<file path="src/hdl/assert_macros.svh">
// Assertion macros used by the calendar adjust design file.
`ifndef ASSERT_MACROS_SVH
`define ASSERT_MACROS_SVH

// Same-cycle implication, disabled while reset is asserted.
`define ASSERT_IMPLIES(label, clk, rstn, ante, cons) \
    label: assert property (@(posedge clk) disable iff (!(rstn)) (ante) |-> (cons)) \
        else $error("implication check failed");

// Next-cycle implication, disabled while reset is asserted.
`define ASSERT_NEXT(label, clk, rstn, ante, cons) \
    label: assert property (@(posedge clk) disable iff (!(rstn)) (ante) |=> (cons)) \
        else $error("next-cycle check failed");

`endif

</file>
<file path="src/hdl/cabft_pkg.sv">
// Constants and BCD helper functions for the calendar adjust block.
package cabft_pkg;

    localparam logic [31:0] FIXED_FAT_TIME = 32'd1449957149;

    localparam logic [7:0] HOUR_MAX    = 8'd23;
    localparam logic [7:0] MINUTE_MAX  = 8'd59;
    localparam logic [7:0] MONTH_MIN   = 8'd1;
    localparam logic [7:0] MONTH_MAX   = 8'd12;
    localparam logic [7:0] DAY_MIN     = 8'd1;
    localparam logic [7:0] YEAR_MIN    = 8'd22;
    localparam logic [7:0] YEAR_MAX    = 8'd40;
    localparam logic [7:0] FAT_YEAR_BIAS = 8'd20;
    localparam logic [7:0] WEEKDAY_BYTE  = 8'd6;

    localparam logic KIND_ADJUST   = 1'b0;
    localparam logic KIND_SNAPSHOT = 1'b1;

    localparam logic [2:0] SEL_HOUR   = 3'd0;
    localparam logic [2:0] SEL_MINUTE = 3'd1;
    localparam logic [2:0] SEL_DAY    = 3'd2;
    localparam logic [2:0] SEL_MONTH  = 3'd3;
    localparam logic [2:0] SEL_YEAR   = 3'd4;

    localparam logic [1:0] START_TIME = 2'd0;
    localparam logic [1:0] START_DATE = 2'd3;
    localparam logic [2:0] COUNT_TIME = 3'd3;
    localparam logic [2:0] COUNT_DATE = 3'd4;

    localparam logic [3:0] TENS_MASK_MIN_SEC = 4'd7;
    localparam logic [3:0] TENS_MASK_HR_DATE = 4'd3;
    localparam logic [3:0] TENS_MASK_MONTH   = 4'd1;
    localparam logic [3:0] TENS_MASK_YEAR    = 4'd15;

    localparam int unsigned S_TDATA_W = 56;
    localparam int unsigned M_TDATA_W = 72;

    // Step with wraparound between lo and hi.
    function automatic logic [7:0] step_wrap(input logic [7:0] v, input logic [7:0] lo,
                                             input logic [7:0] hi, input logic down);
        logic [7:0] r;
        if (down) begin
            r = (v > lo) ? v - 8'd1 : hi;
        end else begin
            r = (v < hi) ? v + 8'd1 : lo;
        end
        return r;
    endfunction

    function automatic logic [7:0] day_limit(input logic [4:0] m);
        logic [7:0] r;
        if (m == 5'd2) begin
            r = 8'd29;
        end else if (m == 5'd4 || m == 5'd6 || m == 5'd9 || m == 5'd11) begin
            r = 8'd30;
        end else begin
            r = 8'd31;
        end
        return r;
    endfunction

    // Divide by ten through a reciprocal multiply; exact for any 8-bit value.
    function automatic logic [7:0] to_bcd(input logic [7:0] v);
        logic [15:0] prod;
        logic [4:0]  q;
        logic [7:0]  q10;
        logic [7:0]  rem;
        prod = {8'd0, v} * 16'd205;
        q    = prod[15:11];
        q10  = 8'({q, 3'b000}) + 8'({q, 1'b0});
        rem  = v - q10;
        return {q[3:0], rem[3:0]};
    endfunction

    function automatic logic [7:0] from_bcd(input logic [7:0] r, input logic [3:0] mask);
        logic [3:0] t;
        t = r[7:4] & mask;
        return 8'({t, 3'b000}) + 8'({t, 1'b0}) + {4'd0, r[3:0]};
    endfunction

endpackage

</file>
<file path="src/hdl/calendar_adjust_bcd_fat_time.sv">
// Calendar adjust and FAT timestamp block for a BCD real-time clock.
// Pipeline: input register, then result register.
// Throughput: one item per cycle while m_tready is high; the counters update in the result cycle, so the
// next item sees them at once.
// Reset (aresetn low, synchronous): time 00:00, day 1, month 1, year 22, RTC enabled,
// both pipeline stages empty.
`include "assert_macros.svh"

module calendar_adjust_bcd_fat_time (
    input  logic        aclk,
    input  logic        aresetn,
    // config write channel
    input  logic        cfg_valid,
    output logic        cfg_ready,
    input  logic        cfg_data,      // rtc_enabled
    // input stream
    input  logic        s_tvalid,
    output logic        s_tready,
    // field_select[2:0], direction[3], seconds_reg[11:4], minutes_reg[19:12],
    // hours_reg[27:20], date_reg[35:28], month_reg[43:36], year_reg[51:44], zero[55:52]
    input  logic [cabft_pkg::S_TDATA_W-1:0] s_tdata,
    input  logic        s_tuser,       // kind
    // result stream
    output logic        m_tvalid,
    input  logic        m_tready,
    // write_start[1:0], write_count[4:2], write_byte0[12:5], write_byte1[20:13],
    // write_byte2[28:21], write_byte3[36:29], fat_time[68:37], zero[71:69]
    output logic [cabft_pkg::M_TDATA_W-1:0] m_tdata,
    output logic [1:0]  m_tuser        // write_valid[0], fat_valid[1]
);

    // control
    logic rtc_en_reg;
    logic stg_valid_reg;
    logic out_valid_reg;
    logic advance;

    // input stage payload
    logic       stg_kind_reg;
    logic [2:0] stg_sel_reg;
    logic       stg_dir_reg;
    logic [7:0] stg_sec_reg, stg_min_reg, stg_hour_reg;
    logic [7:0] stg_date_reg, stg_month_reg, stg_year_reg;

    // calendar state
    logic [4:0] hour_reg,  hour_next;
    logic [6:0] minute_reg, minute_next;
    logic [5:0] day_reg,   day_next;
    logic [4:0] month_reg, month_next;
    logic [7:0] year_reg,  year_next;

    // result register
    logic        wr_valid_reg, wr_valid_next;
    logic [1:0]  wr_start_reg, wr_start_next;
    logic [2:0]  wr_count_reg, wr_count_next;
    logic [7:0]  wr_b0_reg, wr_b0_next;
    logic [7:0]  wr_b1_reg, wr_b1_next;
    logic [7:0]  wr_b2_reg, wr_b2_next;
    logic [7:0]  wr_b3_reg, wr_b3_next;
    logic        fat_valid_reg, fat_valid_next;
    logic [31:0] fat_time_reg, fat_time_next;

    // decoded snapshot values
    logic [7:0] dec_sec, dec_min, dec_hour, dec_date, dec_month, dec_year;
    logic [7:0] fat_year;

    assign cfg_ready = 1'b1;
    assign advance   = stg_valid_reg && (!out_valid_reg || m_tready);
    assign s_tready  = !stg_valid_reg || advance;

    always_ff @(posedge aclk) begin
        if (!aresetn) begin
            rtc_en_reg    <= 1'b1;
            stg_valid_reg <= 1'b0;
            out_valid_reg <= 1'b0;
            hour_reg      <= 5'd0;
            minute_reg    <= 7'd0;
            day_reg       <= 6'd1;
            month_reg     <= 5'd1;
            year_reg      <= cabft_pkg::YEAR_MIN;
        end else begin
            if (cfg_valid && cfg_ready) begin
                rtc_en_reg <= cfg_data;
            end
            if (s_tvalid && s_tready) begin
                stg_valid_reg <= 1'b1;
            end else if (advance) begin
                stg_valid_reg <= 1'b0;
            end
            if (advance) begin
                out_valid_reg <= 1'b1;
                hour_reg      <= hour_next;
                minute_reg    <= minute_next;
                day_reg       <= day_next;
                month_reg     <= month_next;
                year_reg      <= year_next;
            end else if (m_tready) begin
                out_valid_reg <= 1'b0;
            end
        end
    end

    // payload registers
    always_ff @(posedge aclk) begin
        if (s_tvalid && s_tready) begin
            stg_kind_reg  <= s_tuser;
            stg_sel_reg   <= s_tdata[2:0];
            stg_dir_reg   <= s_tdata[3];
            stg_sec_reg   <= s_tdata[11:4];
            stg_min_reg   <= s_tdata[19:12];
            stg_hour_reg  <= s_tdata[27:20];
            stg_date_reg  <= s_tdata[35:28];
            stg_month_reg <= s_tdata[43:36];
            stg_year_reg  <= s_tdata[51:44];
        end
        if (advance) begin
            wr_valid_reg  <= wr_valid_next;
            wr_start_reg  <= wr_start_next;
            wr_count_reg  <= wr_count_next;
            wr_b0_reg     <= wr_b0_next;
            wr_b1_reg     <= wr_b1_next;
            wr_b2_reg     <= wr_b2_next;
            wr_b3_reg     <= wr_b3_next;
            fat_valid_reg <= fat_valid_next;
            fat_time_reg  <= fat_time_next;
        end
    end

    assign dec_sec   = cabft_pkg::from_bcd(stg_sec_reg,   cabft_pkg::TENS_MASK_MIN_SEC);
    assign dec_min   = cabft_pkg::from_bcd(stg_min_reg,   cabft_pkg::TENS_MASK_MIN_SEC);
    assign dec_hour  = cabft_pkg::from_bcd(stg_hour_reg,  cabft_pkg::TENS_MASK_HR_DATE);
    assign dec_date  = cabft_pkg::from_bcd(stg_date_reg,  cabft_pkg::TENS_MASK_HR_DATE);
    assign dec_month = cabft_pkg::from_bcd(stg_month_reg, cabft_pkg::TENS_MASK_MONTH);
    assign dec_year  = cabft_pkg::from_bcd(stg_year_reg,  cabft_pkg::TENS_MASK_YEAR);
    assign fat_year  = dec_year + cabft_pkg::FAT_YEAR_BIAS;

    always_comb begin
        logic sel_ok;
        logic is_time;
        hour_next      = hour_reg;
        minute_next    = minute_reg;
        day_next       = day_reg;
        month_next     = month_reg;
        year_next      = year_reg;
        wr_valid_next  = 1'b0;
        wr_start_next  = 2'd0;
        wr_count_next  = 3'd0;
        wr_b0_next     = 8'd0;
        wr_b1_next     = 8'd0;
        wr_b2_next     = 8'd0;
        wr_b3_next     = 8'd0;
        fat_valid_next = 1'b0;
        fat_time_next  = 32'd0;
        sel_ok         = 1'b1;
        is_time        = 1'b1;

        if (stg_kind_reg == cabft_pkg::KIND_ADJUST) begin
            unique case (stg_sel_reg)
                cabft_pkg::SEL_HOUR: begin
                    hour_next = 5'(cabft_pkg::step_wrap({3'd0, hour_reg}, 8'd0,
                                   cabft_pkg::HOUR_MAX, stg_dir_reg));
                end
                cabft_pkg::SEL_MINUTE: begin
                    minute_next = 7'(cabft_pkg::step_wrap({1'b0, minute_reg}, 8'd0,
                                     cabft_pkg::MINUTE_MAX, stg_dir_reg));
                end
                cabft_pkg::SEL_DAY: begin
                    day_next = 6'(cabft_pkg::step_wrap({2'd0, day_reg}, cabft_pkg::DAY_MIN,
                                  cabft_pkg::day_limit(month_reg), stg_dir_reg));
                    is_time  = 1'b0;
                end
                cabft_pkg::SEL_MONTH: begin
                    month_next = 5'(cabft_pkg::step_wrap({3'd0, month_reg}, cabft_pkg::MONTH_MIN,
                                    cabft_pkg::MONTH_MAX, stg_dir_reg));
                    is_time    = 1'b0;
                end
                cabft_pkg::SEL_YEAR: begin
                    year_next = cabft_pkg::step_wrap(year_reg, cabft_pkg::YEAR_MIN,
                                                     cabft_pkg::YEAR_MAX, stg_dir_reg);
                    is_time   = 1'b0;
                end
                default: begin
                    // unknown field: no change, no write
                    sel_ok = 1'b0;
                end
            endcase
            if (sel_ok && rtc_en_reg) begin
                wr_valid_next = 1'b1;
                if (is_time) begin
                    wr_start_next = cabft_pkg::START_TIME;
                    wr_count_next = cabft_pkg::COUNT_TIME;
                    wr_b1_next    = cabft_pkg::to_bcd({1'b0, minute_next});
                    wr_b2_next    = cabft_pkg::to_bcd({3'd0, hour_next});
                end else begin
                    wr_start_next = cabft_pkg::START_DATE;
                    wr_count_next = cabft_pkg::COUNT_DATE;
                    wr_b0_next    = cabft_pkg::WEEKDAY_BYTE;
                    wr_b1_next    = cabft_pkg::to_bcd({2'd0, day_next});
                    wr_b2_next    = cabft_pkg::to_bcd({3'd0, month_next});
                    wr_b3_next    = cabft_pkg::to_bcd(year_next);
                end
            end
        end else begin
            fat_valid_next = 1'b1;
            if (!rtc_en_reg) begin
                fat_time_next = cabft_pkg::FIXED_FAT_TIME;
            end else begin
                minute_next   = dec_min[6:0];
                hour_next     = dec_hour[4:0];
                day_next      = dec_date[5:0];
                month_next    = dec_month[4:0];
                year_next     = dec_year;
                // overlapping fields OR together, upper year bits drop off
                fat_time_next = ({24'd0, fat_year} << 25) | ({24'd0, dec_month} << 21) |
                                ({24'd0, dec_date} << 16) | ({24'd0, dec_hour} << 11) |
                                ({24'd0, dec_min} << 5)   | {25'd0, dec_sec[7:1]};
            end
        end
    end

    assign m_tvalid = out_valid_reg;
    assign m_tuser  = {fat_valid_reg, wr_valid_reg};
    assign m_tdata  = {3'd0, fat_time_reg, wr_b3_reg, wr_b2_reg, wr_b1_reg, wr_b0_reg,
                       wr_count_reg, wr_start_reg};

    `ASSERT_IMPLIES(a_one_result_kind, aclk, aresetn, out_valid_reg,
        !(wr_valid_reg && fat_valid_reg))
    `ASSERT_IMPLIES(a_write_shape, aclk, aresetn, out_valid_reg && wr_valid_reg,
        (wr_start_reg == cabft_pkg::START_TIME && wr_count_reg == cabft_pkg::COUNT_TIME) ||
        (wr_start_reg == cabft_pkg::START_DATE && wr_count_reg == cabft_pkg::COUNT_DATE))
    `ASSERT_NEXT(a_advance_fills_output, aclk, aresetn, advance, out_valid_reg)
    `ASSERT_IMPLIES(a_stall_only_when_full, aclk, aresetn, !s_tready,
        stg_valid_reg && out_valid_reg && !m_tready)

endmodule
</file>
<file path="config.mk">
export PLATFORM = sky130hd
export DESIGN_NAME = calendar_adjust_bcd_fat_time
export DESIGN_NICKNAME = d
export VERILOG_FILES = /design/src/hdl/cabft_pkg.sv /design/src/hdl/calendar_adjust_bcd_fat_time.sv
export VERILOG_INCLUDE_DIRS = /design/src /design/src/hdl
export SDC_FILE = /design/constraint.sdc
export NUM_CORES = 1
export LEC_CHECK = 0
export BUFFER_PORTS_ARGS = -buffer_cell sky130_fd_sc_hd__buf_2
export CORE_MARGIN = 2
export CORE_UTILIZATION = 55
export CTS_BUF_LIST = sky130_fd_sc_hd__clkbuf_8
export CTS_CLUSTER_DIAMETER = 30
export DETAILED_ROUTE_END_ITERATION = 10
export GPL_TIMING_DRIVEN = 1
export PLACE_DENSITY = 0.76
export SETUP_SLACK_MARGIN = 0.2
export SLEW_MARGIN = 20
export SYNTH_ARGS = -nofsm -noshare
export SYNTH_HDL_FRONTEND = slang
export SYNTH_SLANG_ARGS = --single-unit
</file>
<file path="constraint.sdc">
create_clock -name aclk -period 10.9 [get_ports aclk]
set_input_delay 2.725 -clock aclk [delete_from_list [all_inputs] [get_ports aclk]]
set_output_delay 2.725 -clock aclk [all_outputs]
set_load 0.05 [all_outputs]
</file>
==> metrics.csv <==
stage,metric,value,unit
global_route,first-pass GRT wire length,43080,um
cts,Max Root-Sink Buffers,2,
logic_synthesis,Post-Synthesis Cells,1209,
cts,H-tree depth,4,
die,number of primary I/O pins,140,
critical_path,Slowest cell on crit path,a21oi_1,
logic_synthesis,simple-gate portion of the synthesized area,0.1216,
finish,fraction of layout instances using a drive strength above 1,0.1326,
critical_path,crit-path max FO,9,
global_route,gr ovfl total,0,
logic_synthesis,proportion of synthesized area in mux cells,0.008680,
logic_synthesis,Adder-Cell Fraction of Synth Area,0.2692,
die,Initial Util,0.5572,
detailed_routing,ANT nets after route,0,
die,core area,0.02096,mm2
logic_synthesis,register area share after synthesis,0.3180,
logic_synthesis,Synth Area in Compound Gates,0.1671,
finish,"most common cell after layout, fill and taps aside",ha_1,
pwr,Leakage Power,6.065,nW
critical_path,R2R cell count,29,
place,global placement routability congestion,0.9062,
place,dpl cell area,0.01231,mm2
cts,Root Buffer,clkbuf_8,
pwr,pwr dens,139.6,mW/mm2
finish,Area growth syn-to-layout,8.712,%
cts,clk_lat worst skew,0.48,ns
cts,Post-CTS Setup Inserts,0,
sta,fin crit share,0.6772,
worst_hold_path,Min-Delay Path Depth,2,
critical_path,Crit. End Element,flop,
logic_synthesis,flop and latch count out of synthesis,135,
logic_synthesis,synth warn,0,
logic_synthesis,Synth top area share,0.2598,
sta,Worst slew margin,0.3108,
sta,clock skew,0.01889,ns
critical_path,crit-path most repeated cell,ha_1,
logic_synthesis,"area leader, netlist",edfxtp_1,
detailed_routing,Residual DRC,0,
critical_path,CP Data Required Time,11.21,ns
finish,Largest register FFs,32,
cts,CTS tree,built,
detailed_routing,drt pass-1 iters,6,
critical_path,Crit path largest cell delay,0.52,ns
die,Row Count,53,
sta,"Slew Viols, Final",0,
cts,cts hold-fix bufs,0,
logic_synthesis,"Distinct cells, synth",77,
finish,final instance area,0.01269,mm2
sta,fin crit period,7.382,ns
run_status,outcome,"finished, final reports clean",
die,Die Ht,149.7,um
critical_path,WP data arrival,7.69,ns
detailed_routing,Via Count,9202,
cts,post-CTS sizing,0,
place,detailed placement HPWL,20220,um
global_route,initial antenna violation count,1,
place,IO buf count,113,
pwr,Max IR drop VDD,0.08824,mV
finish,fin nets,1576,
finish,final core occ,0.6057,
global_route,vias in the first global route,8706,
logic_synthesis,Mapped Area,0.01168,mm2
job,Max Cap Viol,0,
sta,Setup Total Neg Slack,0,ns
logic_synthesis,Post-synth ARST share,0,
logic_synthesis,"EDFF count, synth",101,
cts,Clock Pin Slew Worst Setup and Hold Paths,0.10,ns
logic_synthesis,"top cells by area, synth","edfxtp_1 26%, ha_1 21%, fa_1 6.3%, dfxtp_1 5.8%, inv_1 4.2%",
sta,final setup vio count,0,
die,die width,149.7,um
cts,clock tree sinks,135,
critical_path,Worst setup SP type,flop,
sta,worst slew pin tran,1.026,ns
cts,cts bufs inserted,17,
global_route,largest net degree at the start of global routing,61,
finish,Ant. Diodes,0,
sta,"Hold Violations, Final",0,
sta,RSZ-0062 raised after global routing,no,
logic_synthesis,ys flop type,edfxtp_1,
worst_hold_path,worst min path class,reg2reg,
die,die footprint,0.02241,mm2
sta,fmax,135.5,MHz
detailed_routing,wire length per cell,16.94,um
logic_synthesis,largest family of logic cells by synthesized area,adder cells,
detailed_routing,DR iter-0 viols,793,
detailed_routing,Via density,5.854,
logic_synthesis,xor and xnor area share after synthesis,0.04018,
logic_synthesis,Syn Area/Cell,9.658,um2
detailed_routing,Routed WL,26640,um
global_route,GRT Total Usage,0.2422,
critical_path,kind of critical path,reg2reg,
finish,"commonest non-fill, non-tap cells in the layout","192 x ha_1, 132 x inv_1, 113 x buf_2",
-- critical path, delay by kind of cell (launching register included) --
| family | cells | cell delay [ns] |
|---|---|---|
| buffers and inverters | 2 | 0.20 |
| AO/OA/AOI/OAI | 11 | 2.80 |
| AND/OR/NAND/NOR | 7 | 0.78 |
| flip-flops | 1 | 0.49 |
| XOR/XNOR | 2 | 0.62 |
| adder cells (fa/ha/maj) | 7 | 2.33 |
-- Yosys cell counts (3+ instances only) --
cell type and count:
mux2i_1 9, or2_2 3, and3_1 13, a21oi_1 65, nor2_1 75, a311oi_1 5
nand2b_1 8, ha_1 192, nor2b_1 15, fa_1 37, edfxtp_1 101, nor4_1 6
nand3_1 12, inv_1 132, buf_2 6, xor2_1 19, nor3_1 20, nand4_1 7
a32oi_1 3, a41oi_1 5, nor4b_1 4, a22o_1 8, o21ai_0 42, o22ai_1 11
a31o_2 4, buf_1 3, a21o_1 27, a211oi_1 17, a31oi_1 17, and2_1 11
o2111ai_1 3, buf_4 19, o32a_1 3, o31ai_1 4, xnor2_1 32, nor3b_1 9
a211o_1 8, o21a_1 9, dfxtp_1 34, clkbuf_1 42, or3_1 6, o211ai_1 26
nand2_1 87, nand3b_1 3
-- layout make-up --
type	count	area (um2)
well taps	275	344.1
multi-input cells	877	7141
flip-flops and latches	135	3714
inverters	135	506.7
clock buffers	17	234.0
clock inverters	15	151.4
fillers	1782	8262
repair buffers	118	603.1
-- cells by family after synthesis --
group                    after synthesis
buffers and inverters                207
adder cells (fa/ha/maj)              229
AND/OR/NAND/NOR                      290
multiplexers                          10
other                                  2
XOR/XNOR                              52
AO/OA/AOI/OAI                        284
flip-flops                           135
-- metrics by stage --
stage / setup WS (ns) / hold WS, ns / total power [mW] / instances
global route: 2.990 / 0.5791 / 1.898 / 1572
detailed placement: 3.617 / 0.5054 / 1.359 / 1540
global placement: 3.777 / 0.5013 / 1.331 / 1540
finish: 3.518 / 0.5246 / 1.772 / 1572
CTS: 3.579 / 0.5246 / 1.780 / 1572
floorplan: 4.278 / 0.4244 / 1.200 / 1219
-- layer usage --
layer	global-route usage	vias up	wire length, um
met5	0	-	9
li1	-	4461	-
met1	0.3412	4319	12260
met3	0.05427	36	2186
met4	0.05660	2	338
met2	0.3821	384	11840
-- path summary, 6_finish.rpt --
path / from / to / slack (ns)
worst max-delay path: month_reg[0] / wr_b1_reg[3] / 3.52
worst min-delay path: stg_valid_reg / m_tvalid / 0.52
worst max register to register: month_reg[0] / wr_b1_reg[3] / 3.52
worst min register to register: stg_valid_reg / m_tvalid / 0.52
-- power by group --
group | internal, mW | switching [mW]
registers | 0.592 | 0.0310
clock network | 0.172 | 0.247
logic | 0.295 | 0.436
Note: power is estimated with default switching activity, not from simulation.
